===== src/hdl/rsa_pkg.sv =====
package rsa_pkg;

  // default number of fractional bits of the fixed-point datapath
  localparam int FRAC_BITS_DEF = 16;

  // saturation setting that leaves a pixel unchanged
  localparam logic [7:0] LEVEL_NEUTRAL = 8'd80;

  // register reset values
  localparam logic [7:0] LEVEL_RESET = 8'd80;
  localparam logic [7:0] SCALE_RESET = 8'd100;

  // byte limits of an output channel
  localparam logic [7:0] BYTE_MAX = 8'd255;
  localparam logic [7:0] BYTE_MIN = 8'd0;

  // color channels per pixel
  localparam int CHANNELS = 3;

  // configuration register indexes
  typedef enum logic [7:0] {
    CFG_SAT_LEVEL = 8'd0,
    CFG_INC_SCALE = 8'd1
  } cfg_reg_t;

endpackage


===== src/hdl/rsa_inc_div.sv =====
module rsa_inc_div import rsa_pkg::*; #(
  parameter int FRAC_BITS = FRAC_BITS_DEF,
  localparam int NW = FRAC_BITS + 8,
  localparam int IW = FRAC_BITS + 9,
  localparam int CW = $clog2(NW + 1)
) (
  input  logic                 clk,
  input  logic                 rst,
  input  logic                 start,
  input  logic [7:0]           level,
  input  logic [7:0]           scale,
  output logic                 busy,
  output logic signed [IW-1:0] inc_q
);

  logic [NW-1:0] num;
  logic [NW-1:0] quo;
  logic [NW-1:0] quo_next;
  logic [7:0]    rem;
  logic [7:0]    rem_next;
  logic [7:0]    div;
  logic [7:0]    mag;
  logic [8:0]    t;
  logic [8:0]    diff;
  logic          neg;
  logic          ge;
  logic [CW-1:0] cnt;

  // form the divisor and the offset magnitude
  always_comb begin
    div = (scale == 8'd0) ? 8'd1 : scale;
    mag = (level >= LEVEL_NEUTRAL) ? (level - LEVEL_NEUTRAL) : (LEVEL_NEUTRAL - level);
  end

  // one restoring step per cycle
  always_comb begin
    t        = {rem, num[NW-1]};
    diff     = t - {1'b0, div};
    ge       = (t >= {1'b0, div});
    rem_next = ge ? diff[7:0] : t[7:0];
    quo_next = {quo[NW-2:0], ge};
  end

  // control: start, count down, finish
  always_ff @(posedge clk) begin
    if (rst) begin
      busy  <= 1'b0;
      cnt   <= '0;
      inc_q <= '0;
    end else if (start) begin
      busy <= 1'b1;
      cnt  <= CW'(NW);
    end else if (busy) begin
      cnt <= cnt - 1'b1;
      if (cnt == CW'(1)) begin
        busy  <= 1'b0;
        inc_q <= neg ? -$signed({1'b0, quo_next}) : $signed({1'b0, quo_next});
      end
    end
  end

  // datapath of the divider
  always_ff @(posedge clk) begin
    if (start) begin
      neg <= (level < LEVEL_NEUTRAL);
      num <= {mag, {FRAC_BITS{1'b0}}};
      rem <= '0;
      quo <= '0;
    end else if (busy) begin
      num <= {num[NW-2:0], 1'b0};
      rem <= rem_next;
      quo <= quo_next;
    end
  end

endmodule


===== config.mk =====
export PLATFORM = sky130hd
export DESIGN_NAME = rsa_inc_div
export DESIGN_NICKNAME = d
export VERILOG_FILES = /design/src/hdl/rsa_pkg.sv /design/src/hdl/rsa_inc_div.sv
export SDC_FILE = /design/constraint.sdc
export NUM_CORES = 1
export LEC_CHECK = 0
export ABC_AREA = 1
export BUFFER_PORTS_ARGS = -buffer_cell sky130_fd_sc_hd__buf_2
export CAP_MARGIN = 10
export CORE_UTILIZATION = 30
export DETAILED_ROUTE_END_ITERATION = 7
export PLACE_DENSITY = 0.47
export SLEW_MARGIN = 20
export SYNTH_ARGS = -nofsm -noshare
export SYNTH_HDL_FRONTEND = slang
export SYNTH_SLANG_ARGS = --single-unit
export TNS_END_PERCENT = 5

===== constraint.sdc =====
create_clock -name clk -period 2.85 [get_ports clk]
set_input_delay 0.1425 -clock clk [delete_from_list [all_inputs] [get_ports clk]]
set_output_delay 0.1425 -clock clk [all_outputs]
set_load 0.01 [all_outputs]

* After elaboration in Yosys (flattened, before gate mapping) *
Index checks and enable logic that the tools add are counted.

cells by class
  reduce and logical (&&, ||, !) cells = 4
  muxes and demuxes = 11
  add/sub/neg operators = 5
  bitwise gates (word level) = 1
  equal/unequal tests = 1
  magnitude comparators = 3

operators by type and width
  kind                                                         count
  2-to-1 mux 24 bit                                            2
  2-to-1 mux 25 bit                                            1
  negator 24 -> 25 bit                                         1
  2-to-1 mux 8 bit                                             3
  2-to-1 mux 5 bit                                             2
  >= comparator 9 x 8 -> 1 bit                                 1
  >= comparator 8 x 7 -> 1 bit (second input constant)         1
  logical NOT 8 bit                                            1
  less-than comparator 8 x 7 -> 1 bit (second input constant)  1
  subtractor 7 x 8 -> 8 bit (first input constant)             1
  subtractor 8 x 7 -> 8 bit (second input constant)            1
  subtractor 8 bit                                             1
  == test 5 x 1 -> 1 bit (second input constant)               1
  subtractor 5 x 1 -> 5 bit (second input constant)            1
  2-to-1 mux 1 bit                                             3
  AND reduction 3 bit                                          1
  nonzero test 2 bit                                           1
  OR reduction 2 bit                                           1
  inverter 1 bit                                               1

storage, ports and cells
  flip-flop bits (word level) = 71
  output and inout bits = 26
  input bits = 19
  word-level logic and storage cells = 33

* Logic depth before layout (Yosys ltp) *
  depth in word-level cells = 5
  gate-level depth with buffers = 22
  mapped depth without buffers = 22

* Worst setup path after synthesis *
No wires, ideal clock.

  kind = input port to flip-flop
  start point = input scale[6]
  end point = register inc_q[20]
  path slack = 0.433 ns
  stages on the path = 22
  arrival = 2.308 ns
  data required time = 2.741 ns
  cells stage by stage = nor4_1 > a41o_1 > ha_1 > inv_1 > nor2_1 > nand2_1 > nor2_2 > nor2_4 > nand2_8 > inv_4 > ha_1 > inv_1 > nor3_4 > nand2_2 > nor2_4 > nand2_1 > nor3_2 > nor2_1 > nand2_1 > nand3_1 > nand2_1 > inv_1

on the way
  word-level cells in the longest chain between the ends = 5

ends and longest elaborated chain
  item                              RTL line           text
  start, declared                   rsa_inc_div.sv:11  input logic [7:0] scale,
  logical NOT 8 bit                 rsa_inc_div.sv:31  div = (scale == 8'd0) ? 8'd1 : scale;
  2-to-1 mux 8 bit (*)              rsa_inc_div.sv:31
  >= comparator 9 x 8 -> 1 bit (*)  rsa_inc_div.sv:39  ge = (t >= {1'b0, div});
  negator 24 -> 25 bit (*)          rsa_inc_div.sv:57  inc_q <= neg ? -$signed({1'b0, quo_next}) : $signed({1'b0, quo_next});
  2-to-1 mux 25 bit (*)             rsa_inc_div.sv:57
  end signal, assigned              rsa_inc_div.sv:57
  end, declared                     rsa_inc_div.sv:13  output logic signed [IW-1:0] inc_q

Every way passes the cells marked *; elsewhere a longest branch is shown, timed or not.
A chain may end at the register's enable or synchronous reset.

* Worst setup path after layout *
  start point = register rem[5]
  end point = register inc_q[20]

on the way
  word-level cells in the longest chain between the ends = 3

ends and longest elaborated chain
  item                          RTL line           text
  start, declared               rsa_inc_div.sv:19  logic [7:0] rem;
  start signal, assigned        rsa_inc_div.sv:71  rem <= rem_next;
  >= comparator 9 x 8 -> 1 bit  rsa_inc_div.sv:39
  negator 24 -> 25 bit          rsa_inc_div.sv:57
  2-to-1 mux 25 bit             rsa_inc_div.sv:57

No other way between the ends.

==> results.json <==
{
  "post-route-min-period_ns": 2.55,
  "seqPwrFrac": 0.392,
  "core-area_mm2": 0.0127,
  "row_count": 41,
  "synth_warnings": 0,
  "max-vdd-ir-drop_mv": 0.246,
  "grt_antenna_before_repair": 0,
  "finalCritPeriodShare": 0.894,
  "end_kind": "flop",
  "maxSlewViolCount": 0,
  "r2r-end": "inc_q[20]$_SDFFE_PP0P_",
  "cts_tree": "yes",
  "syn_area_mm2": 0.00392,
  "grt_pass1_vias": 3262,
  "critPathKind": "reg2reg",
  "numCtsBuffers": 9,
  "die_width_um": 116,
  "setup_viol": 0,
  "switchingPower_uw": 698,
  "nets": 609,
  "grt_overflow_total": 0,
  "cpMostUsedCell": "nand2_1",
  "grt_pass1_wl_um": 16100,
  "drive_gt1_frac": 0.169,
  "drt-total-wl_um": 9650,
  "die_h_um": 116,
  "yosysSeqAreaShare": 0.385,
  "synthCells": 532,
  "seqCellArea_mm2": 0.00151,
  "h-tree-depth": 3,
  "outcome": "completed",
  "r2r_start": "rem[5]$_SDFFE_PP0P_",
  "worstRegToRegCells": 20,
  "n_antenna_cell": 0,
  "routed-via-count": 3476,
  "clockBufferDepth": 2,
  "min_from": "level[0]",
  "slew_headroom": 0.533,
  "worstSkewPairLatency_ns": 0.34,
  "hold_violations": 0,
  "path_clk_slew_ns": 0.06,
  "combPwrFrac": 0.138,
  "synth_area_leaders": "dfxtp_1, nand2_1, edfxtp_1",
  "drc": 0,
  "synth.largest_area_cell": "dfxtp_1",
  "routedWlPerCell_um": 12.8,
  "fin_skew_ns": 0.00536,
  "place_congestion": 0.815,
  "path_cells": "ha_1 -> nand2_1 -> nand2_1 -> nand2_1 -> nand2_1 -> nor2_4 -> nand2_8 -> inv_4 -> ha_1 -> inv_1 -> nor3_4 -> nand2_2 -> nor2_4 -> nand2_1 -> nor3_2 -> nor2_1 -> nand2_1 -> nand3_1 -> nand2_1 -> inv_1",
  "p_int_uw": 2030,
  "cp.required_ns": 3.09,
  "power.share.clock": 0.470,
  "critPathMaxStageDelay_ns": 0.34,
  "multi_input_comb_area_mm2": 0.00207,
  "cts.sinks": 71,
  "power.density_mw_per_mm2": 585,
  "synth_cell_types": 43,
  "drtPass1Iterations": 4,
  "start_kind": "flop",
  "syn_avg_cell_area_um2": 7.37,
  "critPathSlowestCell": "dfxtp_1",
  "drt-initial-drc-count": 159,
  "setup-tns-final_ns": 0,
  "fill_cells": 1380,
  "hold_end": "num[16]$_SDFFCE_PN0P_",
  "syn_nets": 567,
  "synth_top_cell_area_share": 0.317,
  "vias_per_cell": 4.63,
  "portBuffers": 44,
  "holdBufCountCts": 0,
  "gr-usage-all-layers": 0.155,
  "whs_ns": 0.0748,
  "whs_path_depth": 3,
  "syn_to_final_growth_pct": 19.0,
  "worst_pin_slew_ns": 0.700,
  "critPathTopFamily": "simple AND/OR/NAND/NOR gates",
  "die_area_mm2": 0.0135,
  "dp_hpwl_um": 6950,
  "antenna_left": 0,
  "leakage_uw": 0.00220,
  "grt_start_max_net_pins": 49,
  "holdCritPathClass": "in2reg",
  "critPathMaxFanout": 4,
  "io_pins": 45,
  "start_util": 0.309,
  "root_buffer": "clkbuf_16",
  "ys_ff_latch": 71,
  "r2r_slack_ns": 0.30,
  "drv_cap": 0,
  "crit_buf_inv": 3,
  "switching_share": 0.256,
  "max_freq_mhz": 392,
  "rsz0062_at_grt": "no",
  "arrival_ns": 2.78
}
[synthesized netlist by cell type]
library cell / n
nor2_4: 5
nand3b_1: 1
and2_1: 1
nor3_1: 8
nand2_2: 3
xor2_1: 19
inv_1: 66
or2_2: 2
buf_4: 1
o21a_1: 2
xnor2_1: 1
clkbuf_1: 8
o22ai_1: 25
nor3_2: 3
a41o_1: 1
a31oi_1: 6
o211ai_1: 3
nand2_1: 104
a21oi_1: 22
nand4_1: 6
edfxtp_1: 9
o21ai_0: 29
o21ai_1: 14
a211oi_1: 1
nand2_8: 1
nor2_2: 3
fa_1: 1
nand3_2: 3
nand3_1: 25
inv_2: 8
nor3_4: 1
o21bai_2: 1
dfxtp_1: 62
nor2_1: 57
o221ai_1: 1
buf_6: 2
a21oi_2: 1
buf_2: 6
inv_4: 1
nor4_1: 2
nor2b_1: 1
ha_1: 15
o31ai_1: 1
[layout make-up]
cell class / count / area share
Multi-Input combinational cell: 369 / 0.443
Tap cell: 172 / 0.0461
Sequential cell: 71 / 0.324
Inverter: 75 / 0.0609
Timing Repair Buffer: 48 / 0.0536
Clock inverter: 7 / 0.0239
Clock buffer: 9 / 0.0483
[timing repair]
action                     4_1_cts  5_1_grt
buffers inserted                 0        0
setup endpoints to repair        0        1
gates resized for setup          0        4
[cell families (layout without fill, tap and decap cells)]
| logic type | after synthesis | in the layout | share of synthesized area |
|---|---|---|---|
| adders and majority gates | 16 | 16 | 0.0530 |
| and+or+nand+nor | 226 | 226 | 0.266 |
| AOI/OAI and AO/OA | 107 | 107 | 0.156 |
| DFF | 71 | 71 | 0.385 |
| buffers and inverters | 92 | 139 | 0.0954 |
| xor gates and xnor gates | 20 | 20 | 0.0447 |
[through the flow]
stage	worst slack (ns)	util	instance area, µm²	instances	total power [µW]
finish	0.302	0.368	4670	751	2730
global route	0.00338	0.368	4670	751	2860
CTS	0.294	0.366	4630	751	2760
detailed placement	0.117	0.339	4300	735	1460
global placement	0.152	0.339	4300	735	1460
floorplan	0.433	-	3920	532	1360
[layout by cell type (no fill, tap or decap), types with 12 or more instances in the layout]
cell and instances:
nand2_1 104, inv_1 66, dfxtp_1 62, nor2_1 57, buf_2 44, o21ai_0 29
nand3_1 25, o22ai_1 25, a21oi_1 22, xor2_1 19, o21ai_1 14, ha_1 12
[worst min-delay path: cells and delay by family]
family | cells | cell delay, ns
buf+inv | 2 | 0.13
simple gates | 1 | 0.04
[worst max path at each step]
stage | startpoint | end | cells past startpoint
after global routing | rem[1]$_SDFFE_PP0P_ | inc_q[20]$_SDFFE_PP0P_ | 20
after floorplan | scale[6] | inc_q[20]$_SDFFE_PP0P_ | 22
after global placement | scale[6] | inc_q[20]$_SDFFE_PP0P_ | 23
after detailed placement | scale[6] | inc_q[20]$_SDFFE_PP0P_ | 23
final | rem[5]$_SDFFE_PP0P_ | inc_q[20]$_SDFFE_PP0P_ | 20
after CTS | rem[3]$_SDFFE_PP0P_ | inc_q[20]$_SDFFE_PP0P_ | 20
[registers in the layout (all words and copies together), names as in the netlist]
signal / cells
num: 8
cnt: 5
busy: 1
neg: 1
inc_q: 25
rem: 8
quo: 23
[per-layer routing]
layer	track usage	part of all wire	up-vias
li1	-	-	1834
met1	0.221	0.52	1570
met2	0.230	0.43	60
met3	0.0296	0.035	12
met4	0.0590	0.015	0
met5	0	0	-
[power by group through the flow]
stage | logic (µW) | registers, µW | clock network (µW)
6_report | 378 | 1070 | 1280
5_1_grt | 435 | 1070 | 1350
4_1_cts | 377 | 1070 | 1310
3_5_place_dp | 373 | 1090 | 0
3_3_place_gp | 371 | 1090 | 0
2_1_floorplan | 272 | 1090 | 0
Power figures use the tool's default switching activity.
