$ cat config.mk
export PLATFORM = sky130hd
export DESIGN_NAME = rsa_div_pipe
export DESIGN_NICKNAME = d
export VERILOG_FILES = /design/src/hdl/rsa_pkg.sv /design/src/hdl/rsa_div_pipe.sv
export SDC_FILE = /design/constraint.sdc
export NUM_CORES = 1
export LEC_CHECK = 0
export BUFFER_PORTS_ARGS = -buffer_cell sky130_fd_sc_hd__buf_2
export CELL_PAD_IN_SITES_DETAIL_PLACEMENT = 0
export CELL_PAD_IN_SITES_GLOBAL_PLACEMENT = 1
export CORE_MARGIN = 4
export CORE_UTILIZATION = 25
export CTS_CLUSTER_DIAMETER = 120
export CTS_CLUSTER_SIZE = 14
export DETAILED_ROUTE_END_ITERATION = 8
export GPL_TIMING_DRIVEN = 1
export PLACE_DENSITY_LB_ADDON = 0.15
export SETUP_SLACK_MARGIN = 0.02
export SYNTH_ARGS = -nofsm -noshare
export SYNTH_HDL_FRONTEND = slang
export SYNTH_SLANG_ARGS = --single-unit
$ cat constraint.sdc
create_clock -name clk -period 4.6 [get_ports clk]
set_input_delay 0.23 -clock clk [delete_from_list [all_inputs] [get_ports clk]]
set_output_delay 0.23 -clock clk [all_outputs]
set_load 0.1 [all_outputs]
$ cat src/hdl/rsa_pkg.sv
package rsa_pkg;

  // default number of fractional bits of the fixed-point datapath
  localparam int FRAC_BITS_DEF = 16;

  // saturation setting that leaves a pixel unchanged
  localparam logic [7:0] LEVEL_NEUTRAL = 8'd80;

  // register reset values
  localparam logic [7:0] LEVEL_RESET = 8'd80;
  localparam logic [7:0] SCALE_RESET = 8'd100;

  // byte limits of an output channel
  localparam logic [7:0] BYTE_MAX = 8'd255;
  localparam logic [7:0] BYTE_MIN = 8'd0;

  // color channels per pixel
  localparam int CHANNELS = 3;

  // configuration register indexes
  typedef enum logic [7:0] {
    CFG_SAT_LEVEL = 8'd0,
    CFG_INC_SCALE = 8'd1
  } cfg_reg_t;

endpackage

$ cat src/hdl/rsa_div_pipe.sv
module rsa_div_pipe import rsa_pkg::*; #(
  parameter int LANES = 1,
  parameter int NW    = 24,
  parameter int DW    = 8,
  parameter int QB    = 17,
  parameter int SW    = 8
) (
  input  logic                       clk,
  input  logic                       rst,
  input  logic                       in_valid,
  output logic                       in_ready,
  input  logic [LANES-1:0][NW-1:0]   in_num,
  input  logic [LANES-1:0][DW-1:0]   in_den,
  input  logic [SW-1:0]              in_side,
  output logic                       out_valid,
  input  logic                       out_ready,
  output logic [LANES-1:0][QB-1:0]   out_quo,
  output logic [SW-1:0]              out_side
);

  logic                     vld    [QB+1];
  logic                     rdy    [QB+2];
  logic [LANES-1:0][NW-1:0] num_s  [QB+1];
  logic [LANES-1:0][DW-1:0] den_s  [QB+1];
  logic [LANES-1:0][DW-1:0] rem_s  [QB+1];
  logic [LANES-1:0][QB-1:0] quo_s  [QB+1];
  logic [SW-1:0]            side_s [QB+1];

  // a stage moves when it is empty or its successor takes its word
  assign rdy[QB+1] = out_ready;
  for (genvar s = 0; s <= QB; s++) begin : g_rdy
    assign rdy[s] = !vld[s] || rdy[s+1];
  end
  assign in_ready = rdy[0];

  // load stage: upper numerator bits form the first remainder
  always_ff @(posedge clk) begin
    if (rst) vld[0] <= 1'b0;
    else if (rdy[0]) vld[0] <= in_valid;
  end

  always_ff @(posedge clk) begin : p_load
    logic [NW-1:0] hi;
    if (rdy[0] && in_valid) begin
      for (int l = 0; l < LANES; l++) begin
        hi          = in_num[l] >> QB;
        rem_s[0][l] <= hi[DW-1:0];
      end
      num_s[0]  <= in_num;
      den_s[0]  <= in_den;
      quo_s[0]  <= '0;
      side_s[0] <= in_side;
    end
  end

  // one quotient bit per stage, most significant first
  for (genvar s = 1; s <= QB; s++) begin : g_stage
    logic [LANES-1:0][DW-1:0] rem_n;
    logic [LANES-1:0][QB-1:0] quo_n;

    always_comb begin
      logic [DW:0] t;
      logic [DW:0] diff;
      logic        ge;
      for (int l = 0; l < LANES; l++) begin
        t        = {rem_s[s-1][l], num_s[s-1][l][QB-s]};
        diff     = t - {1'b0, den_s[s-1][l]};
        ge       = (t >= {1'b0, den_s[s-1][l]});
        rem_n[l] = ge ? diff[DW-1:0] : t[DW-1:0];
        quo_n[l] = quo_s[s-1][l];
        quo_n[l][QB-s] = ge;
      end
    end

    always_ff @(posedge clk) begin
      if (rst) vld[s] <= 1'b0;
      else if (rdy[s]) vld[s] <= vld[s-1];
    end

    always_ff @(posedge clk) begin
      if (rdy[s] && vld[s-1]) begin
        num_s[s]  <= num_s[s-1];
        den_s[s]  <= den_s[s-1];
        rem_s[s]  <= rem_n;
        quo_s[s]  <= quo_n;
        side_s[s] <= side_s[s-1];
      end
    end
  end

  assign out_valid = vld[QB];
  assign out_quo   = quo_s[QB];
  assign out_side  = side_s[QB];

endmodule
[After elaboration in Yosys (flattened, before gate mapping)]
Memory sizes are Yosys's and may differ from the RTL's.
Cells that the tools add are included.
Word-level totals
  register bits: 0
  bits in writable memories: 1188
  input bits: 44
  output and inout port bits: 27
  memories kept: 6
Memories
  num_s: words 18, bits a word 24, rd ports 17, clocked after Yosys merged registers in 0, write ports 18, line rsa_div_pipe.sv:23  | logic [LANES-1:0][NW-1:0] num_s [QB+1];
  quo_s: words 18, bits a word 17, rd ports 18, clocked after Yosys merged registers in 0, write ports 18, line rsa_div_pipe.sv:26  | logic [LANES-1:0][QB-1:0] quo_s [QB+1];
  den_s: words 18, bits a word 8, rd ports 17, clocked after Yosys merged registers in 0, write ports 18, line rsa_div_pipe.sv:24  | logic [LANES-1:0][DW-1:0] den_s [QB+1];
  rem_s: words 18, bits a word 8, rd ports 17, clocked after Yosys merged registers in 0, write ports 18, line rsa_div_pipe.sv:25  | logic [LANES-1:0][DW-1:0] rem_s [QB+1];
  side_s: words 18, bits a word 8, rd ports 18, clocked after Yosys merged registers in 0, write ports 18, line rsa_div_pipe.sv:27  | logic [SW-1:0] side_s [QB+1];
  vld: words 18, bits a word 1, rd ports 18, clocked after Yosys merged registers in 0, write ports 18, line rsa_div_pipe.sv:21  | logic vld [QB+1];
Operators by class
  add/sub/neg operators: 17
  $lt $le $gt $ge: 17
  mux-type cells: 127
  bitwise logic cells: 18
  reductions and logical operators: 54
Operator list (number)
  9-bit by 8-bit greater-or-equal comparator with 1-bit output: 17
  8-bit 2-to-1 mux: 17
  8-bit subtractor: 17
  1-bit 2-to-1 mux: 110
  1-bit logical AND: 18
  1-bit logical NOT: 18
  1-bit logical OR: 18
  1-bit bitwise OR: 18

[Logic depth before layout (Yosys ltp)]
Gate-level depths: netlist (run 1).
  word-level depth: 23
  mapped depth: 8
  mapped depth without buffers: 8

[Worst setup path before layout (run 1)]
No wires, ideal clock.
  kind: flip-flop to flip-flop
  start point: mem vld[17]
  end point: mem den_s[6][0] in the netlist's numbering, enable pin
  setup time: 504 ps
  arrival time: 4509 ps
  slack: -413 ps
  cell stages (with the launch flop): 5
  buffers on the path: 0
  path through: edfxtp_1 nand4b_2 nor4_4 and2_1 a21boi_0
RTL lines (line)
  start: declaration: rsa_div_pipe.sv:21
  end: declaration: rsa_div_pipe.sv:24

==> flow_summary.json, run 1 <==
{
  "status": "finished clean",
  "finalCritPeriodShare_pct": 67.64,
  "r2r-end": "num_s[1][1]$_DFFE_PP_",
  "power.internal_mw": 9.803,
  "synth_area_leader_cell": "edfxtp_1",
  "arrival_ns": 2.88,
  "drtIter0Drc": 714,
  "ctsHoldBuffers": 41,
  "wire_per_inst_um": 15.11,
  "drt_first_pass_iters": 5,
  "fin_ws_ns": 1.489,
  "h-tree-depth": 2,
  "cp-start-kind": "flop",
  "synth_top_family_by_area": "compound AO/OA/AOI/OAI gates",
  "tritoncts": "yes",
  "clock_latency_ns": 0.62,
  "synthesis.nets": 2101,
  "synthArstFlopShare_pct": 0,
  "r2r_cells": 6,
  "remaining_drc_errors": 0,
  "ys_seq_elements": 739,
  "grt_max_degree": 43,
  "holdCritStartpoint": "rst",
  "grt_usage_pct": 8.748,
  "worst-slew-pin-transition_ns": 1.234,
  "worstSetupStartpoint": "vld[17]$_DFFE_PP_",
  "p_leak_nw": 12.02,
  "dpl_worst_slack_ns": 1.866,
  "fmax_mhz": 321.4,
  "rsz0062_at_grt": "false",
  "coreArea_mm2": 0.1217,
  "r2r-start": "vld[17]$_DFFE_PP_",
  "drt_wl_total_um": 56150,
  "syn_avg_cell_area_um2": 16.07,
  "synth-edff-count": 739,
  "postPlaceCellArea_mm2": 0.03323,
  "antenna_found_initial": 0,
  "seqPwrFrac_pct": 60.6,
  "netlist_instances": 1905,
  "hold_violations": 0,
  "skew_ns": 0.01728,
  "cts_resized": 0,
  "synth-compound-area-share_pct": 7.013,
  "muxShareOfSynthArea_pct": 4.311,
  "postCtsSetupBuffers": 0,
  "slew_viol_final": 0,
  "clockBufferDepth": 3,
  "pin_count": 71,
  "dieWidth_um": 358.0,
  "start_util_pct": 25.15,
  "p_sw_share_pct": 20.04,
  "combPwrFrac_pct": 2.8,
  "timing.reg2reg.setup_slack_ns": 1.87,
  "synth_cell_types": 49,
  "die-area_mm2": 0.1281,
  "ys_seq_area_share_pct": 72.48,
  "yosysMostFrequentCell": "edfxtp_1",
  "row_count": 128,
  "yosys.area.top_type_share_pct": 72.48,
  "mappedNetlistArea_mm2": 0.03062,
  "yosysWarnings": 0,
  "via_count": 15316,
  "fin_crit_ns": 3.111,
  "path_max_fanout": 9,
  "p_switching_mw": 2.457,
  "min_path_cells": 2,
  "clk_pin_slew_ns": 0.07,
  "area_growth_pct": 14.75,
  "filler_cell_count": 12157,
  "ys.flop_type": "edfxtp_1",
  "synthSimpleGateAreaFrac_pct": 6.882,
  "cap_violations": 0,
  "synthTopCellsByCount": "edfxtp_1 (739), inv_1 (177), ha_1 (136), nor2_1 (115), mux2_2 (79)",
  "dp_hpwl_um": 39030,
  "cp-end-kind": "primary output",
  "path_class": "reg -> out",
  "synthTopCellsByArea": "edfxtp_1 (72%), ha_1 (5.6%), mux2_2 (2.9%)",
  "slew_headroom_pct": 17.59,
  "grt_pass1_vias": 15924,
  "synth-xor-area-share_pct": 0.5149,
  "drive_gt1_share_pct": 13.88,
  "num-nets-final": 2285,
  "final_area_mm2": 0.03513,
  "grt_overflow_total": 0,
  "hold_slack_ns": 0.2023,
  "cts-root-buf": "clkbuf_16",
  "ir_drop_mv": 0.2225,
  "gp_congestion": 0.7793,
  "die_h_um": 358.0,
  "clockPowerShare_pct": 36.7,
  "whs_endpoint": "vld[3]$_DFFE_PP_",
  "power.density_mw_per_mm2": 349.0,
  "cts_sinks": 739,
  "grt_pass1_wl_um": 89330,
  "drt-vias-per-instance": 4.122,
  "setup_viol": 0,
  "io_buffer_count": 70,
  "fin_setup_tns_ns": 0,
  "hold_class": "in -> reg",
  "synth_fa_ha_area_share_pct": 6.604,
  "crit_required_ns": 4.37,
  "antenna_left": 0,
  "cts-buffers-inserted": 58
}
[through the flow]
stage	power, mW	std cells	util (%)
3_5_place_dp	7.893	3613	27.30
5_1_grt	12.83	3715	28.86
6_report	12.26	3716	28.86
2_1_floorplan	7.783	1905	-
3_3_place_gp	7.887	3613	27.30
4_1_cts	12.53	3715	28.86
[worst max path at each step]
stage | endpoint | slack [ns]
finish | in_ready | 1.49
global route | in_ready | 1.26
CTS | in_ready | 1.35
detailed placement | num_s[1][11]$_DFFE_PP_ | 1.87
global placement | num_s[1][11]$_DFFE_PP_ | 1.91
floorplan | den_s[5][0]$_DFFE_PP_ | 0.54
[power by group through the flow]
stage | clock, mW | sequential [mW] | combinational (mW)
global route | 5.02 | 7.43 | 0.381
detailed placement | 0 | 7.58 | 0.317
global placement | 0 | 7.57 | 0.313
floorplan | 0 | 7.56 | 0.223
finish | 4.50 | 7.42 | 0.338
CTS | 4.76 | 7.42 | 0.345
[sequential cells by signal, indices dropped and copies added, names as in the netlist]
register and cells:
num_s 160, quo_s 153, den_s 136, side_s 144
rem_s 128, vld 18
[cell type report]
class | count | area (um^2) | share of cell area, %
inverters | 177 | 664.4 | 1.891
diodes | 1 | 2.502 | 0.007123
clock inverters | 2 | 13.76 | 0.03918
clock buffers | 59 | 1476 | 4.202
well taps | 1625 | 2033 | 5.787
repair buffers | 126 | 873.3 | 2.486
flip-flops and latches | 739 | 22190 | 63.16
multi-input cells | 987 | 7878 | 22.42
[cells in the final DEF (no fill, tap or decap), types with 14 or more instances in the layout]
cell type / Yosys / routed
edfxtp_1: 739 / 739
inv_1: 177 / 177
ha_1: 136 / 136
nor2_1: 115 / 115
mux2_2: 79 / 79
o21ai_0: 75 / 75
buf_2: 0 / 70
clkbuf_16: 0 / 59
nor2b_1: 62 / 58
o21a_1: 48 / 46
mux2i_1: 43 / 43
a21oi_1: 41 / 41
dlygate4sd3_1: 0 / 41
a211oi_1: 40 / 40
nor3_1: 39 / 39
nand4_1: 31 / 31
nand2_1: 31 / 31
o31a_1: 31 / 31
nand3_1: 23 / 23
xnor2_1: 18 / 18
or3_1: 16 / 16
fa_1: 16 / 16
buf_4: 0 / 15
o31ai_1: 14 / 14
nor4_1: 14 / 14
[kinds of logic (layout without fill, tap and decap cells)]
family / after synthesis / after routing
AND/OR/NAND/NOR: 391 / 391
XOR/XNOR: 18 / 18
AO/OA/AOI/OAI: 304 / 304
multiplexers: 122 / 122
adder cells (fa/ha/maj): 152 / 152
flip-flops: 739 / 739
other: 0 / 1
buffers and inverters: 179 / 364
[routing by layer]
| layer | up-vias | wire, um | GRT usage (%) | part of all wire, % |
|---|---|---|---|---|
| met5 | - | 0 | 0 | 0 |
| met4 | 0 | 1681 | 2.830 | 3.0 |
| met3 | 87 | 1645 | 1.434 | 2.9 |
| met2 | 164 | 27720 | 15.26 | 49 |
| met1 | 7407 | 25100 | 11.07 | 45 |
| li1 | 7658 | - | - | - |
[worst max-delay path: stages, from the launching register on]
cell and delay, ns:
edfxtp_1 0.41, nand4b_2 0.27, nor4_4 0.34, buf_4 0.24, and4_1 0.35, nand3_1 0.24
buf_2 0.38
No activity file was read; power rests on OpenSTA's default activity.
==> inputs of run 2 (changes only) <==
Settings changed: ABC_AREA set to 1.
Clock period 4.6 ns to 2.85 ns, I/O delays scaled along.
==> run 2 against run 1 <==
Compared with the run above: sequential share of layout area is 1.9 points higher; final cell count is 0.81% lower; register-to-register slack worse by 1.6 ns; clock power is 62% higher; highest routed layer unchanged; synthesized area is 2.7% lower; total power is 63% higher; worst hold slack better by 0.022 ns; sequential power is 63% higher.
==> flow_summary.json, run 2 <==
{
  "grt_usage_pct": 8.295,
  "drive_gt1_share_pct": 11.35,
  "antenna_cells": 0,
  "yosys.area.top_type_share_pct": 74.51,
  "power.density_mw_per_mm2": 585.6,
  "grt_overflow_total": 0,
  "regArea_mm2": 0.02219,
  "multi_input_area_mm2": 0.006350,
  "antenna_found_initial": 0,
  "largest_reg_flops": 160,
  "dieWidth_um": 353.2,
  "layout_commonest_cell": "edfxtp_1",
  "cts-buffers-inserted": 58,
  "antenna_left": 0,
  "filler_cell_count": 11826,
  "grt_pass1_vias": 15203,
  "fmax_mhz": 380.6,
  "power.internal_mw": 16.00,
  "fin_ws_ns": 0.2226,
  "drtIter0Drc": 752,
  "status": "finished clean",
  "hold_violations": 0,
  "syn_avg_cell_area_um2": 15.08,
  "setup_viol": 0,
  "yosysMostFrequentCell": "edfxtp_1",
  "finalCritPeriodShare_pct": 92.19,
  "synthTopCellsByCount": "edfxtp_1 (739), inv_1 (302), nand2_1 (163), nor2_1 (152), ha_1 (136)",
  "clockPowerShare_pct": 36.5,
  "arrival_ns": 2.48,
  "cap_violations": 0,
  "path_class": "reg -> out",
  "path_max_fanout": 3,
  "hold_class": "in -> reg",
  "ys_seq_area_share_pct": 74.51,
  "drt-vias-per-instance": 3.899,
  "worst-slew-pin-transition_ns": 1.136,
  "wire_per_inst_um": 13.91,
  "gp_congestion": 0.7303,
  "via_count": 14372,
  "synthTopCellsByArea": "edfxtp_1 (75%), ha_1 (5.7%), inv_1 (3.8%)",
  "dp_hpwl_um": 35940,
  "routed.top_layer": "met4",
  "cts-root-buf": "clkbuf_16",
  "hold_slack_ns": 0.2248,
  "row_count": 126,
  "tritoncts": "yes",
  "slew_headroom_pct": 24.09,
  "clk_pin_slew_ns": 0.07,
  "ys_seq_elements": 739,
  "die_h_um": 353.2,
  "synth-edff-count": 739,
  "rsz0062_at_grt": "false",
  "dpl_worst_slack_ns": 0.2944,
  "mappedNetlistArea_mm2": 0.02978,
  "cts_sinks": 739,
  "h-tree-depth": 2,
  "drt_first_pass_iters": 5,
  "area_growth_pct": 14.45,
  "drt_wl_total_um": 51260,
  "start_util_pct": 25.19,
  "synth_cell_types": 42,
  "timing.reg2reg.setup_slack_ns": 0.28,
  "largestRegisters": "num_s (160), quo_s (153), side_s (144)",
  "combPwrFrac_pct": 3.0,
  "crit_required_ns": 2.71,
  "p_leak_nw": 12.42,
  "dp_cells": 3580,
  "p_switching_mw": 3.964,
  "die-area_mm2": 0.1247,
  "layout_common_cells": "edfxtp_1 (739), inv_1 (299), nand2_1 (162), nor2_1 (143), ha_1 (136)",
  "yosysWarnings": 0,
  "io_buffer_count": 70,
  "seqPwrFrac_pct": 60.5,
  "fin_crit_ns": 2.627,
  "coreArea_mm2": 0.1182,
  "synth_area_leader_cell": "edfxtp_1",
  "grt_pass1_wl_um": 83680,
  "postPlaceCellArea_mm2": 0.03211,
  "final_area_mm2": 0.03409,
  "num-nets-final": 2344,
  "fin_cells": 3686,
  "skew_ns": 0.03190,
  "regMostFlops": "num_s",
  "wl_met1_um": 22210,
  "ys.flop_type": "edfxtp_1",
  "postCtsSetupBuffers": 0,
  "slew_viol_final": 0,
  "fin_util_pct": 28.83,
  "cp-start-kind": "flop",
  "cp-end-kind": "primary output",
  "wl_met2_um": 26310,
  "pin_count": 71,
  "clock_latency_ns": 0.63,
  "clockBufferDepth": 3,
  "synthesis.nets": 2171,
  "ir_drop_mv": 0.4207,
  "synthArstFlopShare_pct": 0,
  "grt_max_degree": 42,
  "netlist_instances": 1975,
  "remaining_drc_errors": 0,
  "wl_met3_um": 1553,
  "p_sw_share_pct": 19.86
}
-- run 2: final timing paths --
path                                from  cells after the start                      to
hold reg to reg   quo_s[8][13]$_DFFE_PP_                      0  quo_s[9][13]$_DFFE_PP_
setup reg to reg   vld[16]$_SDFFCE_PN0P_                     12        vld[0]$_DFFE_PP_
setup / recovery   vld[16]$_SDFFCE_PN0P_                     10                in_ready
hold / removal                 in_num[7]                      2   num_s[0][7]$_DFFE_PP_
-- run 2: power by group through the flow --
stage               clock network (mW)  logic (mW)  registers [mW]
detailed placement                   0       0.567            12.3
CTS                               7.75       0.616            12.1
finish                            7.28       0.599            12.1
global placement                     0       0.559            12.3
floorplan                            0       0.425            12.3
global route                      8.11       0.688            12.1
-- run 2: worst max-delay path, stage by stage, from the launching register on --
cell,delay [ns]
edfxtp_1,0.39
nand3_2,0.13
nor2_4,0.15
nand4_4,0.12
nor2_4,0.15
nand4_4,0.13
nor2_4,0.16
nand4_4,0.11
nor2_4,0.16
nand4_4,0.10
buf_4,0.25
-- run 2: timing repair --
item,in CTS,in global routing
gates resized for setup,0,2
endpoints found under the hold margin,53,0
setup endpoints to repair,0,1
hold buffers,44,0
-- run 2: metrics by stage --
step	power (mW)	setup TNS, ns
after floorplan	12.71	-34.40
after global placement	12.89	0
after detailed placement	12.90	0
after CTS	20.45	0
after global routing	20.89	0
final	19.96	0
-- run 2: layout make-up --
class	count	share of cell area, %
clock buffers	61	4.478
clock inverters	1	0.01468
inverters	303	3.337
multi-input cells	914	18.63
flip-flops and latches	739	65.11
well taps	1536	5.638
repair buffers	132	2.797
-- run 2: cell families after synthesis --
logic type,Yosys count,synth area share [%]
XOR/XNOR,81,2.382
AND/OR/NAND/NOR,423,6.755
buffers and inverters,322,4.462
AO/OA/AOI/OAI,258,5.100
flip-flops,739,74.51
adder cells (fa/ha/maj),152,6.789
-- run 2: routing by layer --
metal  vias to the layer above  track usage [%]
li1                       7299                -
met1                      6871            10.00
met2                       131            15.16
met3                        71            1.441
met4                         0            2.334
met5                         -                0
==> inputs of run 3 (changes only) <==
Settings changed: REMOVE_ABC_BUFFERS set to 1.
==> run 3 against run 2 <==
Compared with the run above: flip-flop and latch count is the same; worst setup slack gained 0.041 ns; cell area shrank 0.16%; clock power shrank 1%; critical path depth is the same.
==> flow_summary.json, run 3 (synthesis gave the netlist of run 2 again) <==
{
  "status": "finished clean",
  "fin_setup_tns_ns": 0,
  "remaining_drc_errors": 0,
  "tritoncts": "yes",
  "antenna_left": 0,
  "slowest_stage": "edfxtp_1",
  "grt_pass1_wl_um": 83460,
  "pin_count": 71,
  "worst-path-buf-inv": 1,
  "num-nets-final": 2343,
  "path_max_fanout": 3,
  "dieWidth_um": 353.2,
  "gp_congestion": 0.7356,
  "clock_latency_ns": 0.64,
  "hold_violations": 0,
  "finalCritPeriodShare_pct": 90.74,
  "row_count": 126,
  "critPathTopFamily": "simple AND/OR/NAND/NOR gates",
  "via_count": 14424,
  "worstSetupStartpoint": "vld[17]$_DFFE_PP_",
  "cp-start-kind": "flop",
  "grt_overflow_total": 0,
  "cts-root-buf": "clkbuf_16",
  "p_total_mw": 19.88,
  "largestRegisters": "num_s (160), quo_s (153), side_s (144)",
  "layout_commonest_cell": "edfxtp_1",
  "drt_wl_total_um": 51960,
  "timing.reg2reg.setup_slack_ns": 0.37,
  "cp-endpoint": "in_ready",
  "crit_required_ns": 2.71,
  "largest_reg_flops": 160,
  "die_h_um": 353.2,
  "path_class": "reg -> out",
  "grt_usage_pct": 8.313,
  "dp_hpwl_um": 36070,
  "cts-buffers-inserted": 58,
  "arrival_ns": 2.44,
  "worstSetupPathDepth": 10,
  "cap_violations": 0,
  "fin_cells": 3685,
  "drt_first_pass_iters": 5,
  "start_util_pct": 25.19,
  "wl_met2_um": 26700,
  "regMostFlops": "num_s",
  "dp_cells": 3580,
  "cpMostUsedCell": "nor2_4",
  "drive_gt1_share_pct": 11.31,
  "cts_sinks": 739,
  "p_leak_nw": 12.37,
  "grt_max_degree": 42,
  "antenna_found_initial": 0,
  "routed.top_layer": "met4",
  "path_cells": "nand3_2, nor2_4, nand4_4, nor2_4, nand4_4, nor2_4, nand4_2, nor2_4, nand4_2, buf_6",
  "r2r-start": "vld[17]$_DFFE_PP_",
  "io_buffer_count": 70,
  "slew_viol_final": 0,
  "r2r_cells": 11,
  "fin_ws_ns": 0.2640,
  "layout_common_cells": "edfxtp_1 (739), inv_1 (298), nand2_1 (163), nor2_1 (143), ha_1 (136)",
  "h-tree-depth": 2,
  "rsz0062_at_grt": "false",
  "holdCritStartpoint": "in_den[5]",
  "fmax_mhz": 386.7,
  "clockBufferDepth": 3,
  "cp-end-kind": "primary output",
  "drt-vias-per-instance": 3.914,
  "wl_met1_um": 22470,
  "setup_viol": 0,
  "coreArea_mm2": 0.1182,
  "postCtsSetupBuffers": 0,
  "drtIter0Drc": 601,
  "power.density_mw_per_mm2": 584.2,
  "wire_per_inst_um": 14.10,
  "antenna_cells": 0,
  "slew_headroom_pct": 41.13,
  "final_area_mm2": 0.03403,
  "grt_pass1_vias": 15360,
  "r2r-end": "side_s[0][2]$_DFFE_PP_",
  "wl_met3_um": 1571,
  "dpl_worst_slack_ns": 0.3355,
  "worst-slew-pin-transition_ns": 0.8831,
  "clk_pin_slew_ns": 0.08,
  "postPlaceCellArea_mm2": 0.03210,
  "slowest_delay_ns": 0.38,
  "die-area_mm2": 0.1247,
  "hold_class": "in -> reg",
  "area_growth_pct": 14.26,
  "fin_crit_ns": 2.586,
  "ir_drop_mv": 0.4612,
  "skew_ns": 0.03323
}
[run 3: final cells by class]
cell class	instances	area, um^2
Sequential cell	739	22190
Clock inverter	4	38.79
Fill cell	11850	84210
Inverter	303	1137
Tap cell	1536	1922
Multi-Input combinational cell	914	6330
Timing Repair Buffer	131	959.7
Clock buffer	58	1451
[run 3: metal layers]
metal | up-vias | global-route usage [%]
met5 | - | 0
li1 | 7298 | -
met3 | 71 | 1.405
met1 | 6904 | 9.953
met2 | 151 | 15.32
met4 | 0 | 2.301
[run 3: power by group]
part / internal (mW) / switching, mW
clock network: 3.59 / 3.61
registers: 12.0 / 0.0713
logic: 0.245 / 0.349
[run 3: how the worst min path moves through the flow]
stage,end,cells past startpoint,slack [ns]
after floorplan,den_s[0][0]$_DFFE_PP_,0,0.24
after global placement,num_s[0][22]$_DFFE_PP_,1,0.32
after detailed placement,num_s[0][6]$_DFFE_PP_,1,0.32
after CTS,den_s[0][4]$_DFFE_PP_,2,0.14
after global routing,num_s[0][20]$_DFFE_PP_,2,0.18
final,den_s[0][5]$_DFFE_PP_,2,0.21
[run 3: repair_timing]
action                     4_1_cts  5_1_grt
hold endpoints to repair        51        0
gates resized for setup          1        1
gates cloned                     0        0
hold buffers                    43        0
pin swaps                        0        0
setup endpoints to repair        1        1
[run 3: metrics by stage]
| stage | hold WS [ns] | utilization (%) |
|---|---|---|
| finish | 0.2144 | 28.78 |
| global route | 0.1755 | 28.78 |
| CTS | 0.1412 | 28.78 |
| detailed placement | 0.3206 | 27.15 |
| global placement | 0.3195 | 27.15 |
| floorplan | 0.2414 | - |
